`src/hw/rtl/dgsp_pkg.sv`:
```
// Package for the dense graph shortest path block.
// Holds field widths, command codes, controller states and the command and status structs; no dependencies.
package dgsp_pkg;

  localparam int unsigned VTX_W  = 6;
  localparam int unsigned DIST_W = 22;
  localparam int unsigned WIN_W  = 16;
  localparam logic [DIST_W-1:0] DIST_MAX = {DIST_W{1'b1}};

  localparam logic CMD_LOAD = 1'b0;
  localparam logic CMD_RUN  = 1'b1;

  typedef enum logic [3:0] {
    ST_CLEAR,
    ST_IDLE,
    ST_INIT,
    ST_SCAN,
    ST_SCAN_END,
    ST_RELAX_RD,
    ST_RELAX,
    ST_RELAX_END,
    ST_EMIT
  } dgsp_state_t;

  // Commands from the controller to the datapath.
  typedef struct packed {
    logic clr_wr;      // write zero at the sweep index
    logic load_wr;     // write the input edge
    logic init;        // reset per-vertex state for a run
    logic scan_step;   // compare vertex at index against current pick
    logic scan_start;  // clear the pick
    logic visit;       // mark pick visited
    logic relax_rd;    // issue matrix read for pick row at index
    logic relax_step;  // relax the returned edge
    logic idx_clr;     // index back to zero
    logic idx_inc;     // index plus one
    logic emit_load;   // load output register from index
  } dgsp_cmd_t;

  // Status from the datapath to the controller.
  typedef struct packed {
    logic idx_last;    // index is at the last row/vertex
    logic clr_last;    // sweep address is at the last entry
    logic pick_valid;  // a pick exists after a scan
    logic src_ok;      // run source is in range
  } dgsp_stat_t;

endpackage

```
`src/hw/rtl/dgsp_ctrl.sv`:
```
// Controller state machine for the shortest path block.
// Depends on dgsp_pkg; drives datapath commands from status.
module dgsp_ctrl import dgsp_pkg::*; (
  input  logic       clk,
  input  logic       rst_n,
  input  logic       in_valid,
  output logic       in_ready,
  input  logic       in_command,
  input  logic       out_valid,
  input  logic       out_ready,
  input  dgsp_stat_t stat,
  output dgsp_cmd_t  cmd
);

  dgsp_state_t state_r, state_nxt;

  // State register.
  always_ff @(posedge clk) begin
    if (!rst_n) begin
      state_r <= ST_CLEAR;
    end else begin
      state_r <= state_nxt;
    end
  end

  // Next state and commands.
  always_comb begin
    state_nxt = state_r;
    cmd       = '0;
    in_ready  = 1'b0;
    unique case (state_r)
      ST_CLEAR: begin
        cmd.clr_wr = 1'b1;
        if (stat.clr_last) begin
          state_nxt = ST_IDLE;
        end
      end
      ST_IDLE: begin
        in_ready = 1'b1;
        if (in_valid) begin
          if (in_command == CMD_LOAD) begin
            cmd.load_wr = 1'b1;
          end else begin
            cmd.init  = 1'b1;
            state_nxt = ST_INIT;
          end
        end
      end
      ST_INIT: begin
        cmd.idx_clr    = 1'b1;
        cmd.scan_start = 1'b1;
        state_nxt      = stat.src_ok ? ST_SCAN : ST_EMIT;
      end
      ST_SCAN: begin
        cmd.scan_step = 1'b1;
        cmd.idx_inc   = 1'b1;
        if (stat.idx_last) begin
          state_nxt = ST_SCAN_END;
        end
      end
      ST_SCAN_END: begin
        cmd.idx_clr = 1'b1;
        if (stat.pick_valid) begin
          cmd.visit = 1'b1;
          state_nxt = ST_RELAX_RD;
        end else begin
          state_nxt = ST_EMIT;
        end
      end
      ST_RELAX_RD: begin
        cmd.relax_rd = 1'b1;
        cmd.idx_inc  = 1'b1;
        state_nxt    = ST_RELAX;
      end
      ST_RELAX: begin
        // Read for the next column overlaps relaxing this one.
        cmd.relax_step = 1'b1;
        cmd.relax_rd   = 1'b1;
        cmd.idx_inc    = 1'b1;
        if (stat.idx_last) begin
          state_nxt = ST_RELAX_END;
        end
      end
      ST_RELAX_END: begin
        cmd.relax_step = 1'b1;
        cmd.idx_clr    = 1'b1;
        cmd.scan_start = 1'b1;
        state_nxt      = ST_SCAN;
      end
      ST_EMIT: begin
        if (!out_valid || out_ready) begin
          cmd.emit_load = 1'b1;
          cmd.idx_inc   = 1'b1;
          if (stat.idx_last) begin
            state_nxt = ST_IDLE;
          end
        end
      end
      default: state_nxt = ST_IDLE;
    endcase
  end

endmodule

```
`config.mk`:
```
export PLATFORM = sky130hd
export DESIGN_NAME = dgsp_ctrl
export DESIGN_NICKNAME = d
export VERILOG_FILES = /design/src/hw/rtl/dgsp_pkg.sv /design/src/hw/rtl/dgsp_ctrl.sv
export SDC_FILE = /design/constraint.sdc
export NUM_CORES = 1
export LEC_CHECK = 0
export BUFFER_PORTS_ARGS = -buffer_cell sky130_fd_sc_hd__buf_2
export CAP_MARGIN = 20
export CORE_AREA = 10 10 47 49
export CTS_BUF_LIST = sky130_fd_sc_hd__clkbuf_2 sky130_fd_sc_hd__clkbuf_4 sky130_fd_sc_hd__clkbuf_8
export CTS_CLUSTER_SIZE = 28
export DETAILED_ROUTE_END_ITERATION = 8
export DIE_AREA = 0 0 57 59
export PLACE_DENSITY = 0.69
export SETUP_SLACK_MARGIN = 0.5
export SLEW_MARGIN = 15
export SYNTH_ARGS = -nofsm -noshare
export SYNTH_HDL_FRONTEND = slang
export SYNTH_SLANG_ARGS = --single-unit
```
`constraint.sdc`:
```
create_clock -name clk -period 1.48 [get_ports clk]
set_input_delay 0.37 -clock clk [delete_from_list [all_inputs] [get_ports clk]]
set_output_delay 0.37 -clock clk [all_outputs]
set_load 0.01 [all_outputs]
```
==> flow_summary.html, run 1 <==
<table>
<tr><th>Metric</th><th>Value</th></tr>
<tr><th colspan="2">Clock network</th></tr>
<tr><td>Total of hold buffers inserted after clock tree synthesis</td><td>0</td></tr>
<tr><td>Number of H-tree levels</td><td>1</td></tr>
<tr><td>Reg clk slew, reported paths</td><td>0.04 ns</td></tr>
<tr><td>Number of buffers created by CTS</td><td>3</td></tr>
<tr><td>CTS root buffer</td><td>sky130_fd_sc_hd__clkbuf_4</td></tr>
<tr><td>Later-pin clock latency in the skew report</td><td>0.23 ns</td></tr>
<tr><td>Clock tree from TritonCTS</td><td>built</td></tr>
<tr><td>CTS Sinks</td><td>4</td></tr>
<tr><td>Max clock buf depth</td><td>2</td></tr>
<tr><th colspan="2">Power and ir drop</th></tr>
<tr><td>Cell area power density</td><td>~1600 nW/um2</td></tr>
<tr><td>Leakage power total</td><td>~0.46 nW</td></tr>
<tr><td>Worst IR Drop VDD</td><td>0.894 mV</td></tr>
<tr><th colspan="2">Global route</th></tr>
<tr><td>Initial antenna violation count</td><td>0</td></tr>
<tr><td>Via count of the first global-routing pass</td><td>688</td></tr>
<tr><td>Wire length of the first global-routing pass</td><td>2910 um</td></tr>
<tr><td>Maximum number of pins on one net before global-route repair</td><td>12</td></tr>
<tr><td>GRT Util Overall</td><td>10.3%</td></tr>
<tr><td>Remaining Overflow, GRT</td><td>0</td></tr>
<tr><th colspan="2">Drt</th></tr>
<tr><td>Post-route antenna net violation count</td><td>0</td></tr>
<tr><td>Post-detailed-routing wire length</td><td>around 1800 um</td></tr>
<tr><td>Drt drc</td><td>0</td></tr>
<tr><td>Count of vias placed by the detailed router</td><td>646</td></tr>
<tr><td>Initial DRT Pass Iterations</td><td>4</td></tr>
<tr><td>Average wire per cell in the routed design</td><td>15.0 um</td></tr>
<tr><td>Number of design-rule violations left by the first detailed-router iteration</td><td>14</td></tr>
<tr><td>DR vias/cell</td><td>5.25</td></tr>
<tr><th colspan="2">Worst setup path</th></tr>
<tr><td>Crit-path max FO</td><td>4</td></tr>
<tr><td>Max incr delay on CP</td><td>0.53 ns</td></tr>
<tr><td>Setup slack of the most critical reg-to-reg path</td><td>-0.17 ns</td></tr>
<tr><td>Top Family by Delay on Critical Path</td><td>simple AND/OR/NAND/NOR gates</td></tr>
<tr><td>Required @ worst endpoint</td><td>around 1.1 ns</td></tr>
<tr><td>Crit path launch type</td><td>flip-flop</td></tr>
<tr><td>Ordered list of cells on the worst path</td><td>or4b_4 -&gt; o22ai_2 -&gt; buf_2</td></tr>
<tr><td>Worst r2r src</td><td>state_r[1]</td></tr>
<tr><td>Crit path DAT</td><td>roughly 1.4 ns</td></tr>
<tr><td>Worst path bufs/invs</td><td>1</td></tr>
<tr><td>RR Endpoint</td><td>state_r[3]</td></tr>
<tr><td>Worst r2r path cells</td><td>4</td></tr>
<tr><td>Source of the critical timing path</td><td>state_r[1]</td></tr>
<tr><td>Type of element capturing the critical path</td><td>output pin</td></tr>
<tr><td>Number of stages on the worst setup path</td><td>3</td></tr>
<tr><td>Worst setup path end</td><td>cmd[1]</td></tr>
<tr><td>Crit-path slowest cell</td><td>sky130_fd_sc_hd__or4b_4</td></tr>
<tr><td>Type of the worst setup path</td><td>reg2out</td></tr>
<tr><th colspan="2">Floorplan</th></tr>
<tr><td>Floorplan die height</td><td>59 um</td></tr>
<tr><td>Core region area</td><td>1400 um2</td></tr>
<tr><td>Number of placement rows</td><td>14</td></tr>
<tr><td>Initial Util</td><td>34.2%</td></tr>
<tr><td>Floorplan die width</td><td>57 um</td></tr>
<tr><td>Full die area</td><td>around 3400 um2</td></tr>
<tr><td>Top-level port count</td><td>22</td></tr>
<tr><th colspan="2">Placed design</th></tr>
<tr><td>Instance area at placement</td><td>731 um2</td></tr>
<tr><td>IO Port Bufs</td><td>21</td></tr>
<tr><td>Post-DP HPWL</td><td>approximately 1200 um</td></tr>
<tr><td>Weighted congestion reported at the end of routability-driven placement</td><td>0.888</td></tr>
<tr><th colspan="2">Synth</th></tr>
<tr><td>Most common flop cell mapped by yosys</td><td>sky130_fd_sc_hd__dfxtp_1</td></tr>
<tr><td>Top cells by area, synth</td><td>sky130_fd_sc_hd__dfxtp_1 17%, sky130_fd_sc_hd__mux2i_1 6.3%, sky130_fd_sc_hd__nand2_1 6.3%</td></tr>
<tr><td>Library cell with the largest summed area after synthesis</td><td>sky130_fd_sc_hd__dfxtp_1</td></tr>
<tr><td>Post-Syn Instances</td><td>65</td></tr>
<tr><td>Fraction of synthesized cell area taken by the top area cell type</td><td>16.7%</td></tr>
<tr><td>Syn avg cell area</td><td>~7.4 um2</td></tr>
<tr><td>Unique masters post-synth</td><td>32</td></tr>
<tr><td>Post-Syn Nets</td><td>75</td></tr>
<tr><td>Number of flops mapped to enable cells by yosys</td><td>0</td></tr>
<tr><td>Synth async-reset ratio</td><td>0%</td></tr>
<tr><td>Seq/Total Area, Yosys</td><td>~17%</td></tr>
<tr><td>Register bit count reported by yosys</td><td>4</td></tr>
<tr><td>Netlist area before placement</td><td>479 um2</td></tr>
<tr><td>Warnings, synthesis</td><td>0</td></tr>
<tr><th colspan="2">Status</th></tr>
<tr><td>Status</td><td>finished, violations left</td></tr>
<tr><td>Violations in the final reports</td><td>setup timing</td></tr>
<tr><th colspan="2">Finish</th></tr>
<tr><td>Regs by FF count</td><td>state_r x4</td></tr>
<tr><td>Relative area change from synthesis to final layout</td><td>91.9%</td></tr>
<tr><td>Number of flip-flops in the largest register</td><td>4</td></tr>
<tr><td>Number of antenna diodes</td><td>0</td></tr>
<tr><td>Layout cells sized above 1</td><td>approximately 70%</td></tr>
<tr><td>Reg with most FFs</td><td>state_r</td></tr>
<tr><td>Design Area, Final</td><td>a little over 900 um2</td></tr>
<tr><td>Total number of nets in the final design</td><td>119</td></tr>
<tr><th colspan="2">Timing</th></tr>
<tr><td>Final period demand of the worst path</td><td>about 1.8 ns</td></tr>
<tr><td>RSZ-0062 raised after global routing</td><td>yes</td></tr>
<tr><td>Fmax</td><td>559 MHz</td></tr>
<tr><td>Worst slew slack as a fraction of its limit</td><td>between 70% and 80%</td></tr>
<tr><td>Total negative setup slack</td><td>-2.35 ns</td></tr>
<tr><td>Final Hold Violating Endpoints</td><td>0</td></tr>
<tr><td>Setup slack after layout</td><td>-0.309 ns</td></tr>
<tr><td>Setup violation total in the final timing report</td><td>16</td></tr>
<tr><td>Transition time at the pin with the least slew margin</td><td>0.358 ns</td></tr>
<tr><td>Clock Skew</td><td>0.00377 ns</td></tr>
<tr><td>Slew Limit Fails</td><td>0</td></tr>
<tr><td>Final Cycle Share</td><td>121%</td></tr>
<tr><th colspan="2">Hold path</th></tr>
<tr><td>Type of the tightest min-delay check</td><td>in2reg</td></tr>
<tr><th colspan="2">Job</th></tr>
<tr><td>Max-cap violation count</td><td>0</td></tr>
</table>
[area by class of cell]
type | count | area, um2
fill | 118 | 482
timing repair buffer | 45 | 319
tap | 16 | 20.0
clock buffer | 3 | 22.5
inverter | 3 | 11.3
multi-input combinational | 52 | 457
sequential | 4 | 90.1
[routing by layer]
layer	share of wire [%]	GRT usage [%]
met4	0	3.69
met1	42	9.66
met5	0	0
met3	7.3	4.72
met2	51	19.4
[how the worst min path moves through the flow]
| stage | from | endpoint | slack [ns] | cells past startpoint |
|---|---|---|---|---|
| after floorplan | rst_n | state_r[1] | 0.50 | 1 |
| after global placement | state_r[0] | state_r[0] | 0.64 | 3 |
| after detailed placement | state_r[0] | state_r[0] | 0.65 | 3 |
| after CTS | rst_n | state_r[1] | 0.42 | 2 |
| after global routing | rst_n | state_r[1] | 0.44 | 2 |
| final | rst_n | state_r[1] | 0.43 | 2 |
[cell families (layout without fill, tap and decap cells)]
group | Yosys count | in the layout | synth area share (%)
muxes | 3 | 3 | 6.27
DFF | 4 | 4 | 16.7
AOI/OAI and AO/OA | 13 | 13 | 21.7
buffers and inverters | 9 | 51 | 9.40
xor gates and xnor gates | 3 | 3 | 5.48
and+or+nand+nor | 33 | 33 | 40.5
[cells in the mapped netlist, drive strengths merged, types with 2 or more instances]
library cell / n
and3: 3
buf: 5
dfxtp: 4
nor3: 3
mux2i: 3
a32o: 2
xor2: 2
nor2: 5
nor3b: 2
nand3: 2
nor2b: 3
a21oi: 4
inv: 3
nand2: 8
o21ai: 2
[placed cells by master (no fill, tap or decap), types with 2 or more instances in the layout]
| cell | Yosys | routed |
|---|---|---|
| sky130_fd_sc_hd__a21oi_1 | 4 | 2 |
| sky130_fd_sc_hd__a21oi_2 | 0 | 2 |
| sky130_fd_sc_hd__and3_1 | 3 | 3 |
| sky130_fd_sc_hd__buf_2 | 3 | 21 |
| sky130_fd_sc_hd__buf_4 | 0 | 16 |
| sky130_fd_sc_hd__buf_6 | 1 | 7 |
| sky130_fd_sc_hd__clkbuf_4 | 0 | 3 |
| sky130_fd_sc_hd__dfxtp_2 | 0 | 2 |
| sky130_fd_sc_hd__dfxtp_4 | 0 | 2 |
| sky130_fd_sc_hd__inv_1 | 3 | 3 |
| sky130_fd_sc_hd__mux2i_1 | 3 | 3 |
| sky130_fd_sc_hd__nand2_1 | 8 | 6 |
| sky130_fd_sc_hd__nand2_2 | 0 | 2 |
| sky130_fd_sc_hd__nor2_1 | 5 | 4 |
| sky130_fd_sc_hd__nor2b_1 | 3 | 2 |
| sky130_fd_sc_hd__nor3_2 | 1 | 2 |
| sky130_fd_sc_hd__nor3b_2 | 0 | 2 |
| sky130_fd_sc_hd__o21ai_0 | 2 | 2 |
[stage by stage]
| stage | hold WS (ns) | utilization [%] | setup WS [ns] | power (mW) | instances |
|---|---|---|---|---|---|
| floorplan | 0.496 | - | -0.0984 | 0.702 | 65 |
| global placement | 0.644 | 52.1 | -0.0785 | 1.00 | 113 |
| detailed placement | 0.655 | 52.1 | -0.116 | 1.02 | 113 |
| CTS | 0.417 | 62.1 | -0.304 | 1.36 | 123 |
| global route | 0.440 | 65.6 | -0.356 | 1.55 | 123 |
| finish | 0.427 | 65.6 | -0.309 | 1.44 | 123 |
[power by group]
group	switching, mW	internal (mW)
Combinational	0.518	0.599
Clock	0.0414	0.0905
Sequential	0.0416	0.150
[timing repair]
item                                   CTS  global route
cloned                                   0             0
setup endpoints to repair               16            16
pin swaps                                7             7
resized for setup                       17            11
setup buffers                            7             0
endpoints found under the hold margin    0             0
Note: power is estimated with default switching activity, not from simulation.
==> run 2: changes to the inputs <==
clock period = 1.64 ns   (was 1.48 ns; I/O delays follow)
==> run 2 against run 1 <==
The run still ends with setup timing left; worst setup slack better by 0.13 ns; clock skew down 0.0010 ns; core utilization increased by 6.4 points; critical endpoint unchanged; clock power down 8%.
==> flow_summary.html, run 2 (same netlist as run 1, synthesis figures left out) <==
<table>
<tr><th>Metric</th><th>Value</th></tr>
<tr><th colspan="2">Clock network</th></tr>
<tr><td>Reg clk slew, reported paths</td><td>0.04 ns (about the same)</td></tr>
<tr><td>CTS Sinks</td><td>4 (unchanged)</td></tr>
<tr><td>Number of H-tree levels</td><td>1 (unchanged)</td></tr>
<tr><td>Max clock buf depth</td><td>2 (unchanged)</td></tr>
<tr><td>Later-pin clock latency in the skew report</td><td>0.23 ns (about the same)</td></tr>
<tr><td>CTS root buffer</td><td>sky130_fd_sc_hd__clkbuf_4</td></tr>
<tr><td>Number of buffers created by CTS</td><td>3 (unchanged)</td></tr>
<tr><td>Clock tree from TritonCTS</td><td>built</td></tr>
<tr><th colspan="2">Drt</th></tr>
<tr><td>DR vias/cell</td><td>5.07 (-3.5%)</td></tr>
<tr><td>Number of design-rule violations left by the first detailed-router iteration</td><td>18 (+4)</td></tr>
<tr><td>Count of vias placed by the detailed router</td><td>649 (+0.46%)</td></tr>
<tr><td>Initial DRT Pass Iterations</td><td>4 (unchanged)</td></tr>
<tr><td>Post-detailed-routing wire length</td><td>1870 um (+1.4%)</td></tr>
<tr><td>Post-route antenna net violation count</td><td>0 (unchanged)</td></tr>
<tr><td>Drt drc</td><td>0 (unchanged)</td></tr>
<tr><td>Average wire per cell in the routed design</td><td>14.6 um (-2.6%)</td></tr>
<tr><th colspan="2">Worst setup path</th></tr>
<tr><td>Type of element capturing the critical path</td><td>output pin</td></tr>
<tr><td>RR Endpoint</td><td>state_r[2]</td></tr>
<tr><td>Required @ worst endpoint</td><td>1.23 ns (+0.12 ns)</td></tr>
<tr><td>Crit path DAT</td><td>1.41 ns (about the same)</td></tr>
<tr><td>Setup slack of the most critical reg-to-reg path</td><td>-0.05 ns (+0.12 ns)</td></tr>
<tr><td>Ordered list of cells on the worst path</td><td>or4b_4 -&gt; o22ai_2 -&gt; buf_2</td></tr>
<tr><td>Source of the critical timing path</td><td>state_r[1]</td></tr>
<tr><td>Type of the worst setup path</td><td>reg2out</td></tr>
<tr><td>Crit-path max FO</td><td>4 (unchanged)</td></tr>
<tr><td>Worst r2r path cells</td><td>7 (+3)</td></tr>
<tr><td>Crit-path slowest cell</td><td>sky130_fd_sc_hd__or4b_4</td></tr>
<tr><td>Max incr delay on CP</td><td>0.53 ns (about the same)</td></tr>
<tr><td>Crit path launch type</td><td>flip-flop</td></tr>
<tr><td>Worst r2r src</td><td>state_r[1]</td></tr>
<tr><th colspan="2">Global route</th></tr>
<tr><td>Via count of the first global-routing pass</td><td>634 (-7.8%)</td></tr>
<tr><td>Wire length of the first global-routing pass</td><td>2950 um (+1.4%)</td></tr>
<tr><td>Initial antenna violation count</td><td>0 (unchanged)</td></tr>
<tr><td>GRT Util Overall</td><td>10.6% (+0.26 points)</td></tr>
<tr><td>Remaining Overflow, GRT</td><td>0 (unchanged)</td></tr>
<tr><td>Maximum number of pins on one net before global-route repair</td><td>9 (-3)</td></tr>
<tr><th colspan="2">Status</th></tr>
<tr><td>Violations in the final reports</td><td>setup timing</td></tr>
<tr><td>Status</td><td>finished, violations left</td></tr>
<tr><th colspan="2">Finish</th></tr>
<tr><td>Layout cells sized above 1</td><td>71.4% (+3.2 points)</td></tr>
<tr><td>Number of flip-flops in the largest register</td><td>4 (unchanged)</td></tr>
<tr><td>Relative area change from synthesis to final layout</td><td>111%</td></tr>
<tr><td>Reg with most FFs</td><td>state_r</td></tr>
<tr><td>Total number of nets in the final design</td><td>124 (+4.2%)</td></tr>
<tr><td>Most common cell after layout, fill and taps aside</td><td>sky130_fd_sc_hd__buf_2</td></tr>
<tr><td>Number of antenna diodes</td><td>0 (unchanged)</td></tr>
<tr><td>Regs by FF count</td><td>state_r x4</td></tr>
<tr><td>Design Area, Final</td><td>1010 um2 (+9.8%)</td></tr>
<tr><td>Most frequent cells in the layout</td><td>20 x sky130_fd_sc_hd__buf_2, 18 x sky130_fd_sc_hd__buf_4, 10 x sky130_fd_sc_hd__buf_6</td></tr>
<tr><td>End-of-flow core utilization</td><td>72.1% (+6.4 points)</td></tr>
<tr><td>Number of standard cells in the final layout excluding fillers</td><td>128 (+4.1%)</td></tr>
<tr><th colspan="2">Hold path</th></tr>
<tr><td>Sink of the worst hold path</td><td>state_r[2]</td></tr>
<tr><td>Type of the tightest min-delay check</td><td>in2reg</td></tr>
<tr><td>Worst Min Path Start</td><td>rst_n</td></tr>
<tr><td>Cell depth of the worst min-delay path</td><td>3 (+1)</td></tr>
<tr><th colspan="2">Power and ir drop</th></tr>
<tr><td>Cell area power density</td><td>1380 nW/um2 (-12%)</td></tr>
<tr><td>Worst IR Drop VDD</td><td>0.812 mV (-9.1%)</td></tr>
<tr><td>Leakage power total</td><td>0.507 nW (+11%)</td></tr>
<tr><td>Total power consumption of the routed design</td><td>1.39 mW (-3.5%)</td></tr>
<tr><th colspan="2">Timing</th></tr>
<tr><td>Worst slew slack as a fraction of its limit</td><td>81.2% (+5.1 points)</td></tr>
<tr><td>Setup slack after layout</td><td>-0.182 ns (+0.127 ns)</td></tr>
<tr><td>Fmax</td><td>between 500 and 600 MHz</td></tr>
<tr><td>Post-Route Hold Slack</td><td>0.476 ns (+0.0483 ns)</td></tr>
<tr><td>Slew Limit Fails</td><td>0 (unchanged)</td></tr>
<tr><td>RSZ-0062 raised after global routing</td><td>yes</td></tr>
<tr><td>Setup violation total in the final timing report</td><td>15 (-1)</td></tr>
<tr><td>Final Cycle Share</td><td>111%</td></tr>
<tr><td>Total negative setup slack</td><td>-1.09 ns (+1.26 ns)</td></tr>
<tr><td>Final period demand of the worst path</td><td>1.82 ns</td></tr>
<tr><td>Final Hold Violating Endpoints</td><td>0 (unchanged)</td></tr>
<tr><td>Transition time at the pin with the least slew margin</td><td>0.281 ns (-0.0773 ns)</td></tr>
<tr><td>Clock Skew</td><td>0.00272 ns (-0.00105 ns)</td></tr>
<tr><th colspan="2">Floorplan</th></tr>
<tr><td>Floorplan die width</td><td>57 um (unchanged)</td></tr>
<tr><td>Initial Util</td><td>34.2% (unchanged)</td></tr>
<tr><td>Number of placement rows</td><td>14 (unchanged)</td></tr>
<tr><td>Top-level port count</td><td>22 (unchanged)</td></tr>
<tr><td>Floorplan die height</td><td>59 um (unchanged)</td></tr>
<tr><td>Core region area</td><td>1400 um2 (unchanged)</td></tr>
<tr><td>Full die area</td><td>3360 um2 (unchanged)</td></tr>
<tr><th colspan="2">Placed design</th></tr>
<tr><td>IO Port Bufs</td><td>21 (unchanged)</td></tr>
<tr><td>Post-DP HPWL</td><td>1210 um (-2.5%)</td></tr>
<tr><td>Weighted congestion reported at the end of routability-driven placement</td><td>0.835 (-6.0%)</td></tr>
<tr><td>Instance area at placement</td><td>702 um2 (-3.9%)</td></tr>
<tr><td>Placed cell count</td><td>108 (-4.4%)</td></tr>
<tr><td>Setup slack after placement</td><td>0.0265 ns (+0.142 ns)</td></tr>
<tr><th colspan="2">Job</th></tr>
<tr><td>Max-cap violation count</td><td>0 (unchanged)</td></tr>
</table>
run 2: changes by cell type in the layout (fill, tap and decap cells not counted), moves of 2 or more:
cell	previous run	this run
sky130_fd_sc_hd__xor2_2	0	2
sky130_fd_sc_hd__buf_6	7	10
sky130_fd_sc_hd__nand2_2	2	0
sky130_fd_sc_hd__buf_4	16	18
run 2: repair_timing:
item	CTS	global route
endpoints found under the setup margin	16	16
pin swaps	16	4
gates resized for setup	28	9
hold buffers	0	0
buffers inserted	12	5
run 2: worst max path at each step:
stage               endpoint
CTS                   cmd[1]
global route          cmd[9]
detailed placement    cmd[1]
floorplan             cmd[1]
global placement      cmd[1]
finish                cmd[1]
run 2: critical path: cells and delay by family, from the launching register on:
| kind | cells | cell delay (ns) |
|---|---|---|
| simple gates | 1 | 0.53 |
| compound gates | 1 | 0.15 |
| flops | 1 | 0.35 |
| buf+inv | 1 | 0.15 |
run 2: cell type report:
| class | count | area [um2] |
|---|---|---|
| inverter | 3 | 11.3 |
| multi-input combinational | 52 | 488 |
| fill | 105 | 392 |
| sequential | 4 | 90.1 |
| clock buffer | 3 | 22.5 |
| tap | 16 | 20.0 |
| timing repair buffer | 50 | 378 |
run 2: power by group:
group	internal (mW)	leakage, nW	total [mW]	switching (mW)
clock	0.0818	0.0138	0.121	0.0393
combinational	0.598	0.458	1.09	0.497
sequential	0.136	0.0350	0.175	0.0396
total	0.815	0.507	1.39	0.575
run 2: layer usage:
metal	GRT usage (%)	vias up	part of all wire (%)
met1	10.4	283	40
met3	5.15	6	9.5
met5	0	-	0
met4	4.70	0	2.7
li1	-	329	-
met2	18.6	31	48
